[src/design/bcv_pkg.sv]
// ----------------------------------------------------------------------------
// bcv_pkg
// types and constants shared by the container validator
// ----------------------------------------------------------------------------
package bcv_pkg;

  localparam int LEN_BITS  = 32;
  localparam int CNT_W     = LEN_BITS + 1;
  localparam int NUM_SEC   = 6;
  localparam int SEC_IDX_W = 3;
  localparam int HDR_BYTES = 32;
  localparam int ENT_BYTES = 24;

  localparam logic [31:0] CRC_POLY = 32'hEDB88320;
  localparam logic [31:0] CRC_INIT = 32'hFFFFFFFF;

  localparam logic [CNT_W-1:0] COUNT_LIMIT = CNT_W'(1) << LEN_BITS;

  typedef enum logic [1:0] {
    ST_OK      = 2'd0,
    ST_FORMAT  = 2'd1,
    ST_CRC     = 2'd2,
    ST_MISSING = 2'd3
  } status_t;

  typedef logic [31:0] tag_t;

  localparam tag_t TAG_CODE = 32'h45444F43;
  localparam tag_t TAG_KCON = 32'h4E4F434B;
  localparam tag_t TAG_STRS = 32'h53525453;
  localparam tag_t TAG_SYMS = 32'h534D5953;
  localparam tag_t TAG_FUNC = 32'h434E5546;
  localparam tag_t TAG_DBG  = 32'h00474244;

  localparam logic [SEC_IDX_W-1:0] SEC_CODE = 3'd0;
  localparam logic [SEC_IDX_W-1:0] SEC_FUNC = 3'd4;
  localparam logic [SEC_IDX_W-1:0] SEC_LAST = 3'd5;

  typedef struct packed {
    logic [31:0] off;
    logic [31:0] len;
  } sec_entry_t;

  // finished table entry handed to the section store
  typedef struct packed {
    logic                 wr;
    logic [SEC_IDX_W-1:0] idx;
    sec_entry_t           data;
  } sec_wr_t;

  // end-of-image summary handed to the result emitter
  typedef struct packed {
    logic        start;
    status_t     status;
    logic [15:0] vmaj;
    logic [15:0] vmin;
    logic [15:0] flags;
    logic [NUM_SEC-1:0] valid;
  } fin_t;

  function automatic logic [7:0] magic_byte(input logic [1:0] p);
    logic [7:0] m;
    case (p)
      2'd0:    m = 8'h56;
      2'd1:    m = 8'h54;
      2'd2:    m = 8'h42;
      default: m = 8'h43;
    endcase
    return m;
  endfunction

  function automatic logic [31:0] crc_byte(input logic [31:0] c, input logic [7:0] b);
    logic [31:0] x;
    x = c ^ {24'd0, b};
    for (int k = 0; k < 8; k++) begin
      x = x[0] ? (CRC_POLY ^ (x >> 1)) : (x >> 1);
    end
    return x;
  endfunction

endpackage

[src/design/bcv_emit.sv]
// ----------------------------------------------------------------------------
// bcv_emit
// section store memory and result emitter, six results per image
// ----------------------------------------------------------------------------
module bcv_emit (
  input  logic                      clk,
  input  logic                      rst_n,
  input  bcv_pkg::sec_wr_t          sec_wr,
  input  bcv_pkg::fin_t             fin,
  output logic                      busy,
  output logic                      out_valid,
  input  logic                      out_stall,
  output logic [1:0]                out_status,
  output logic [2:0]                out_section_id,
  output logic                      out_present,
  output logic [31:0]               out_section_offset,
  output logic [31:0]               out_section_length,
  output logic [15:0]               out_version_major,
  output logic [15:0]               out_version_minor,
  output logic [15:0]               out_header_flags,
  output logic                      out_last_result
);
  import bcv_pkg::*;

  sec_entry_t sec_mem [NUM_SEC];
  sec_entry_t rd_data_r;

  logic                 act_r, act_nxt;
  logic [SEC_IDX_W-1:0] rd_idx_r, rd_idx_nxt;
  logic                 pend_r, pend_nxt;
  logic [SEC_IDX_W-1:0] pend_idx_r, pend_idx_nxt;
  status_t              st_r;
  logic [15:0]          vmaj_r, vmin_r, flg_r;
  logic [NUM_SEC-1:0]   vld_r;
  logic                 ov_r, ov_nxt;
  logic                 rd_en;
  logic                 take;
  logic                 pend_mv;

  always_ff @(posedge clk) begin
    if (sec_wr.wr) begin
      sec_mem[sec_wr.idx] <= sec_wr.data;
    end
    if (rd_en) begin
      rd_data_r <= sec_mem[rd_idx_r];
    end
  end

  // read data moves to the output register whenever that one frees up
  assign take    = ov_r && !out_stall;
  assign pend_mv = pend_r && (!ov_r || take);
  assign rd_en   = act_r && (!pend_r || pend_mv);

  always_comb begin
    act_nxt      = act_r;
    rd_idx_nxt   = rd_idx_r;
    pend_nxt     = pend_r;
    pend_idx_nxt = pend_idx_r;
    ov_nxt       = ov_r;
    if (take) begin
      ov_nxt = 1'b0;
    end
    if (pend_mv) begin
      ov_nxt   = 1'b1;
      pend_nxt = 1'b0;
    end
    if (rd_en) begin
      pend_nxt     = 1'b1;
      pend_idx_nxt = rd_idx_r;
      if (rd_idx_r == SEC_LAST) begin
        act_nxt = 1'b0;
      end else begin
        rd_idx_nxt = rd_idx_r + 3'd1;
      end
    end
    if (fin.start) begin
      act_nxt    = 1'b1;
      rd_idx_nxt = '0;
    end
  end

  logic [SEC_IDX_W-1:0] o_idx_r;
  sec_entry_t           o_data_r;

  always_ff @(posedge clk) begin
    if (!rst_n) begin
      act_r  <= 1'b0;
      pend_r <= 1'b0;
      ov_r   <= 1'b0;
    end else begin
      act_r  <= act_nxt;
      pend_r <= pend_nxt;
      ov_r   <= ov_nxt;
    end
    rd_idx_r   <= rd_idx_nxt;
    pend_idx_r <= pend_idx_nxt;
    if (pend_mv) begin
      o_idx_r  <= pend_idx_r;
      o_data_r <= rd_data_r;
    end
    if (fin.start) begin
      st_r   <= fin.status;
      vmaj_r <= fin.vmaj;
      vmin_r <= fin.vmin;
      flg_r  <= fin.flags;
      vld_r  <= fin.valid;
    end
  end

  logic ok;
  assign ok = (st_r == ST_OK);

  assign busy               = act_r || pend_r || ov_r;
  assign out_valid          = ov_r;
  assign out_status         = st_r;
  assign out_section_id     = o_idx_r;
  assign out_present        = ok && vld_r[o_idx_r];
  assign out_section_offset = (ok && vld_r[o_idx_r]) ? o_data_r.off : 32'd0;
  assign out_section_length = (ok && vld_r[o_idx_r]) ? o_data_r.len : 32'd0;
  assign out_version_major  = vmaj_r;
  assign out_version_minor  = vmin_r;
  assign out_header_flags   = flg_r;
  assign out_last_result    = (o_idx_r == SEC_LAST);

endmodule

[src/design/bytecode_container_validator.sv]
// one byte per cycle while in_stall is low; the header, table and crc are updated
// in the cycle a byte is accepted. the last byte sets fin_go, which starts the six
// results; they leave one per cycle while out_stall is low, from a registered
// section memory read. the input stalls while they drain.
// synchronous active-low reset returns all parsing state to an empty image.
// ----------------------------------------------------------------------------
// bytecode_container_validator
// streaming container header, table and crc check
// ----------------------------------------------------------------------------
module bytecode_container_validator (
  input  logic        clk,
  input  logic        rst_n,
  input  logic        in_valid,
  output logic        in_stall,
  input  logic [7:0]  in_data_byte,
  input  logic        in_last_byte,
  output logic        out_valid,
  input  logic        out_stall,
  output logic [1:0]  out_status,
  output logic [2:0]  out_section_id,
  output logic        out_present,
  output logic [31:0] out_section_offset,
  output logic [31:0] out_section_length,
  output logic [15:0] out_version_major,
  output logic [15:0] out_version_minor,
  output logic [15:0] out_header_flags,
  output logic        out_last_result
);
  import bcv_pkg::*;

  logic [CNT_W-1:0]   cnt_r;
  logic               mg_r;
  logic [47:0]        vf_r;
  logic [31:0]        hs_r;
  logic [63:0]        is_r;
  logic [31:0]        sc_r;
  logic [31:0]        ec_r;
  logic [31:0]        crc_r;
  logic [31:0]        ei_r;
  logic [4:0]         ep_r;
  logic [31:0]        tag_r;
  logic [63:0]        off_r, len_r;
  logic               bad_r;
  logic [NUM_SEC-1:0] sv_r;

  logic    acc, busy, fin_go;
  sec_wr_t sec_wr;
  fin_t    fin;

  assign in_stall = busy || fin_go;
  assign acc      = in_valid && !in_stall;

  logic [63:0] p;
  logic [7:0]  b;
  logic        in_tab, ent_done;
  logic [63:0] off_f, len_f;
  logic        fits;
  logic [2:0]  hit_idx;
  logic        hit;

  assign p        = 64'(cnt_r);
  assign b        = in_data_byte;
  assign in_tab   = (p >= 64'(HDR_BYTES)) && (ei_r < ec_r);
  assign ent_done = in_tab && (ep_r == 5'(ENT_BYTES - 1));
  assign off_f    = off_r;
  assign len_f    = {b, len_r[55:0]};
  assign fits     = (off_f <= is_r) && (len_f <= is_r) && (off_f <= is_r - len_f);

  always_comb begin
    hit     = 1'b1;
    hit_idx = 3'd0;
    case (tag_r)
      TAG_CODE: hit_idx = 3'd0;
      TAG_KCON: hit_idx = 3'd1;
      TAG_STRS: hit_idx = 3'd2;
      TAG_SYMS: hit_idx = 3'd3;
      TAG_FUNC: hit_idx = 3'd4;
      TAG_DBG:  hit_idx = 3'd5;
      default:  hit     = 1'b0;
    endcase
  end

  assign sec_wr.wr       = acc && ent_done && fits && hit;
  assign sec_wr.idx      = hit_idx;
  assign sec_wr.data.off = off_f[31:0];
  assign sec_wr.data.len = len_f[31:0];

  // final decision formed combinationally and registered by the emitter on fin.start
  status_t     st;
  logic [63:0] n;
  logic [31:0] hs_room;
  logic [36:0] ent_room;
  assign n        = p;
  assign hs_room  = hs_r - 32'(HDR_BYTES);
  // 24 bytes per entry
  assign ent_room = 37'({ec_r, 4'd0}) + 37'({ec_r, 3'd0});

  always_comb begin
    if (n < 64'(HDR_BYTES) || !mg_r || hs_r < 32'(HDR_BYTES)) st = ST_FORMAT;
    else if (cnt_r >= COUNT_LIMIT || is_r != n) st = ST_FORMAT;
    else if (64'(hs_r) > n) st = ST_FORMAT;
    else if ((crc_r ^ CRC_INIT) != sc_r) st = ST_CRC;
    else if ({5'd0, hs_room} < ent_room || bad_r) st = ST_FORMAT;
    else if (!sv_r[SEC_CODE] || !sv_r[SEC_FUNC]) st = ST_MISSING;
    else st = ST_OK;
  end

  assign fin.start  = fin_go;
  assign fin.status = st;
  assign fin.vmaj   = vf_r[15:0];
  assign fin.vmin   = vf_r[31:16];
  assign fin.flags  = vf_r[47:32];
  assign fin.valid  = sv_r;

  always_ff @(posedge clk) begin
    if (!rst_n || fin_go) begin
      fin_go <= 1'b0;
      cnt_r  <= '0;
      mg_r   <= 1'b1;
      vf_r   <= '0;
      hs_r   <= '0;
      is_r   <= '0;
      sc_r   <= '0;
      ec_r   <= '0;
      crc_r  <= CRC_INIT;
      ei_r   <= '0;
      ep_r   <= '0;
      tag_r  <= '0;
      off_r  <= '0;
      len_r  <= '0;
      bad_r  <= 1'b0;
      sv_r   <= '0;
    end else if (acc) begin
      if (p < 64'd4) begin
        if (b != magic_byte(p[1:0])) mg_r <= 1'b0;
      end else if (p < 64'd10) begin
        vf_r[8*3'(p[2:0] - 3'd4) +: 8] <= b;
      end else if (p >= 64'd12 && p < 64'd16) begin
        hs_r[8*p[1:0] +: 8] <= b;
      end else if (p >= 64'd16 && p < 64'd24) begin
        is_r[8*p[2:0] +: 8] <= b;
      end else if (p >= 64'd24 && p < 64'd28) begin
        sc_r[8*p[1:0] +: 8] <= b;
      end else if (p >= 64'd28 && p < 64'd32) begin
        ec_r[8*p[1:0] +: 8] <= b;
      end
      if (p >= 64'(HDR_BYTES) && p >= 64'(hs_r)) crc_r <= crc_byte(crc_r, b);
      if (in_tab) begin
        if (ep_r < 5'd4) tag_r[8*ep_r[1:0] +: 8] <= b;
        else if (ep_r >= 5'd8 && ep_r < 5'd16) off_r[8*ep_r[2:0] +: 8] <= b;
        else if (ep_r >= 5'd16) len_r[8*ep_r[2:0] +: 8] <= b;
        if (ent_done) begin
          if (!fits) bad_r <= 1'b1;
          else if (hit) sv_r[hit_idx] <= 1'b1;
          ei_r  <= ei_r + 32'd1;
          ep_r  <= '0;
          tag_r <= '0;
          off_r <= '0;
          len_r <= '0;
        end else begin
          ep_r <= ep_r + 5'd1;
        end
      end
      if (cnt_r < COUNT_LIMIT) cnt_r <= cnt_r + CNT_W'(1);
      fin_go <= in_last_byte;
    end
  end

  bcv_emit u_emit (
    .clk                (clk),
    .rst_n              (rst_n),
    .sec_wr             (sec_wr),
    .fin                (fin),
    .busy               (busy),
    .out_valid          (out_valid),
    .out_stall          (out_stall),
    .out_status         (out_status),
    .out_section_id     (out_section_id),
    .out_present        (out_present),
    .out_section_offset (out_section_offset),
    .out_section_length (out_section_length),
    .out_version_major  (out_version_major),
    .out_version_minor  (out_version_minor),
    .out_header_flags   (out_header_flags),
    .out_last_result    (out_last_result)
  );

endmodule

[config.mk]
export PLATFORM = sky130hd
export DESIGN_NAME = bytecode_container_validator
export DESIGN_NICKNAME = d
export VERILOG_FILES = /design/src/design/bcv_pkg.sv /design/src/design/bcv_emit.sv /design/src/design/bytecode_container_validator.sv
export SDC_FILE = /design/constraint.sdc
export NUM_CORES = 2
export LEC_CHECK = 0
export BUFFER_PORTS_ARGS = -buffer_cell sky130_fd_sc_hd__buf_2
export CAP_MARGIN = 20
export CORE_MARGIN = 3
export CORE_UTILIZATION = 45
export DETAILED_ROUTE_END_ITERATION = 12
export GPL_TIMING_DRIVEN = 0
export PLACE_DENSITY = 0.69
export SLEW_MARGIN = 20
export SYNTH_ARGS = -nofsm -noshare
export SYNTH_HDL_FRONTEND = slang
export SYNTH_SLANG_ARGS = --single-unit
[constraint.sdc]
create_clock -name clk -period 16.25 [get_ports clk]
set_clock_uncertainty 0.05 [all_clocks]
set_input_delay 0.8125 -clock clk [delete_from_list [all_inputs] [get_ports clk]]
set_output_delay 0.8125 -clock clk [all_outputs]
set_load 0.01 [all_outputs]
==> results_dict.tcl <==
set metrics [dict create \
    drt-total-wl_um 150000 \
    drc 0 \
    layout.nets 5438 \
    postRouteAntennaNets 0 \
    path_max_fanout 9 \
    design_area_um2 58500 \
    synth_ff_type "edfxtp_1" \
    ys_ff_latch 1051 \
    syn_nets 5136 \
    async_reset_ff_share_pct 0 \
    grt_max_degree 57 \
    fmax_mhz 97.4 \
    instances_no_fill 6681 \
    post-route-period-util_pct 63.2 \
    syn_area_per_cell_um2 10.8 \
    rsz0062_at_grt "no" \
    endpoint_kind "flop" \
    path_clk_slew_ns 0.06 \
    nFillCells 10000 \
    multi_input_area_um2 23200 \
    cp-start-kind "flop" \
    status "finished clean" \
    cts_max_path_buffers 3 \
    ys_types 85 \
    postPlaceCellArea_um2 54700 \
    cts_tree "built" \
    cts_setup_buffers 0 \
    io_pins 134 \
    dp.cells 6477 \
    holdBufCountCts 0 \
    drv_cap 0 \
    place_hpwl_um 112000 \
    placementRows 123 \
    vias_per_cell 5.75 \
    wl_per_cell_um 22.4 \
    vias 38400 \
    power_density_nw_per_um2 102 \
    die-area_um2 119000 \
    clockRootBuffer "clkbuf_16" \
    fp.dieH_um 345 \
    worst_slack_ns 5.98 \
    setup_violations 0 \
    synth_area_leaders "edfxtp_1, dfxtp_1, ha_1" \
    drv_slew 0 \
    ir_worst_vdd_uv 104 \
    postSynthCellCount 4786 \
    synth_edf_count 574 \
    coreArea_um2 113000 \
    clock_sinks 1051 \
    first_pass_iters 6 \
    portBuffers 132 \
    worst_pin_slew_ns 1.21 \
    synth_top_area_cell "edfxtp_1" \
    start_util_pct 45.6 \
    power_mw 5.98 \
    fin_util_pct 51.7 \
    hp-class "input pin to flop" \
    numCtsBuffers 108 \
    grt-ovfl-total 0 \
    yosysWarnings 0 \
    synth_area_um2 51600 \
    place_congestion 0.963 \
    clock_latency_ns 0.72 \
    critPathKind "flop to flop" \
    grt_use_total_pct 24.9 \
    cpPeakStageDelay_ns 1.00 \
    hold_violations 0 \
    synthToLayoutAreaGrowth_pct 13.3 \
    yosysTopAreaCellShare_pct 33.4 \
    regArea_um2 26800 \
    ys_seq_area_share_pct 51.9 \
    h-tree-depth 3 \
    max-slew-margin-rel_pct 18.8 \
    grt_pass1_wl_um 225000 \
    drt_iter0_drc 3403 \
    cts_resized 0 \
    tns_ns 0 \
    p_leak_nw 23.1 \
    grt_pass1_vias 37200 \
    period_needed_ns 10.27 \
    cpMostUsedCell "buf_2" \
    cp_slowest_cell "a211oi_1" \
    holdWs_ns 0.266 \
    drive_above_1_share_pct 9.48 \
    critical_path_arrival_ns 10.64 \
    dp_slack_ns 5.79 \
    antenna_found_initial 3 \
    die_x_um 345 \
    worstPathRequired_ns 16.63 \
]
## per-layer routing
metal	GRT usage, %	vias to the layer above	share of wire, %	routed length, um
li1	-	18100	-	-
met1	30.8	18600	40	59800
met2	42.4	1392	48	72100
met3	4.26	353	6.9	10300
met4	11.6	2	5.0	7550
met5	0.204	-	0.0073	11
## cell usage after synthesis, drive strengths merged, types with 51 or more instances
library cell,n
edfxtp,574
ha,335
nor2,510
mux2i,152
xnor2,222
nor3,115
mux4,65
inv,245
nor4,68
nand4,101
a22o,89
a21oi,394
dfxtp,477
nand2,330
and2,77
clkbuf,183
o211ai,51
nand3,103
xor2,84
o21ai,118
a21o,90
## flip-flops by register name, summed over array words and instances (netlist names), 5 cells and up
register and count:
u_emit.o_data_r 64, vf_r 48, u_emit.vld_r 6, hs_r 32
len_r 56, ei_r 32, sc_r 32, off_f 64
tag_r 32, ec_r 32, u_emit.rd_data_r 64, crc_r 32
sv_r 6, is_r 64, cnt_r 33, u_emit.out_version_major 16
u_emit.out_header_flags 16, ep_r 5, u_emit.out_version_minor 16, u_emit.sec_mem 384
## final timing paths
check	startpoint	to	slack (ns)	depth (start not counted)
worst max register to register	is_r[22]$_SDFFE_PP0P_	u_emit.sec_mem[5][26]$_DFFE_PP_	5.98	26
worst min register to register	u_emit.rd_data_r[58]$_DFFE_PP_	u_emit.o_data_r[58]$_DFFE_PP_	0.36	0
worst min-delay path	in_last_byte	fin_go$_SDFFE_PP0P_	0.27	2
worst max-delay path	is_r[22]$_SDFFE_PP0P_	u_emit.sec_mem[5][26]$_DFFE_PP_	5.98	26
## power by group
group / internal (mW) / switching (mW) / total (mW)
clock: 1.50 / 1.07 / 2.57
combinational: 0.173 / 0.401 / 0.574
sequential: 2.82 / 0.0169 / 2.84
total: 4.49 / 1.48 / 5.98
## cell families (layout without fill, tap and decap cells)
| family | Yosys count | count (layout) | share of synthesized area [%] |
|---|---|---|---|
| compound gates | 944 | 944 | 11.8 |
| xor+xnor | 306 | 306 | 5.20 |
| fa+ha+maj | 337 | 337 | 8.20 |
| buf+inv | 453 | 845 | 3.32 |
| flops | 1051 | 1051 | 51.9 |
| mux | 218 | 218 | 5.81 |
| other cells | 0 | 3 | 0 |
| simple gates | 1477 | 1477 | 13.8 |
## critical path: cells and delay by family, from the launching register on
kind / cells / cell delay [ns]
DFF: 1 / 0.64
AOI/OAI and AO/OA: 7 / 3.23
adders and majority gates: 2 / 0.61
and+or+nand+nor: 9 / 3.71
buffers and inverters: 8 / 1.73
## cells in the final DEF, fill, tap and decap left out, drive strengths merged, types with 9 or more instances in the layout
| cell | count |
|---|---|
| edfxtp | 574 |
| nor2 | 510 |
| dfxtp | 477 |
| a21oi | 394 |
| ha | 335 |
| nand2 | 330 |
| clkbuf | 327 |
| inv | 249 |
| xnor2 | 222 |
| buf | 212 |
| mux2i | 152 |
| o21ai | 118 |
| nor3 | 115 |
| nand3 | 103 |
| nand4 | 101 |
| a21o | 90 |
| a22o | 89 |
| xor2 | 84 |
| and2 | 77 |
| nor4 | 68 |
| mux4 | 65 |
| o211ai | 51 |
| clkinv | 41 |
| nor2b | 32 |
| or3 | 28 |
| and3 | 28 |
| a31oi | 23 |
| nand2b | 23 |
| a211oi | 22 |
| o21bai | 20 |
| o31ai | 19 |
| bufinv | 13 |
| a22oi | 12 |
| or4 | 11 |
| and4 | 9 |
| o21a | 9 |
| o2bb2ai | 9 |
| nand3b | 9 |
## layout make-up
class | count | share of cell area, %
sequential | 1051 | 45.8
multi-input combinational | 3282 | 39.6
clock buffer | 142 | 5.08
tap | 1500 | 3.21
timing repair buffer | 192 | 2.04
inverter | 248 | 1.60
buffer | 205 | 1.34
clock inverter | 58 | 1.28
antenna | 3 | 0.0128
Note: power is estimated with default switching activity, not from simulation.
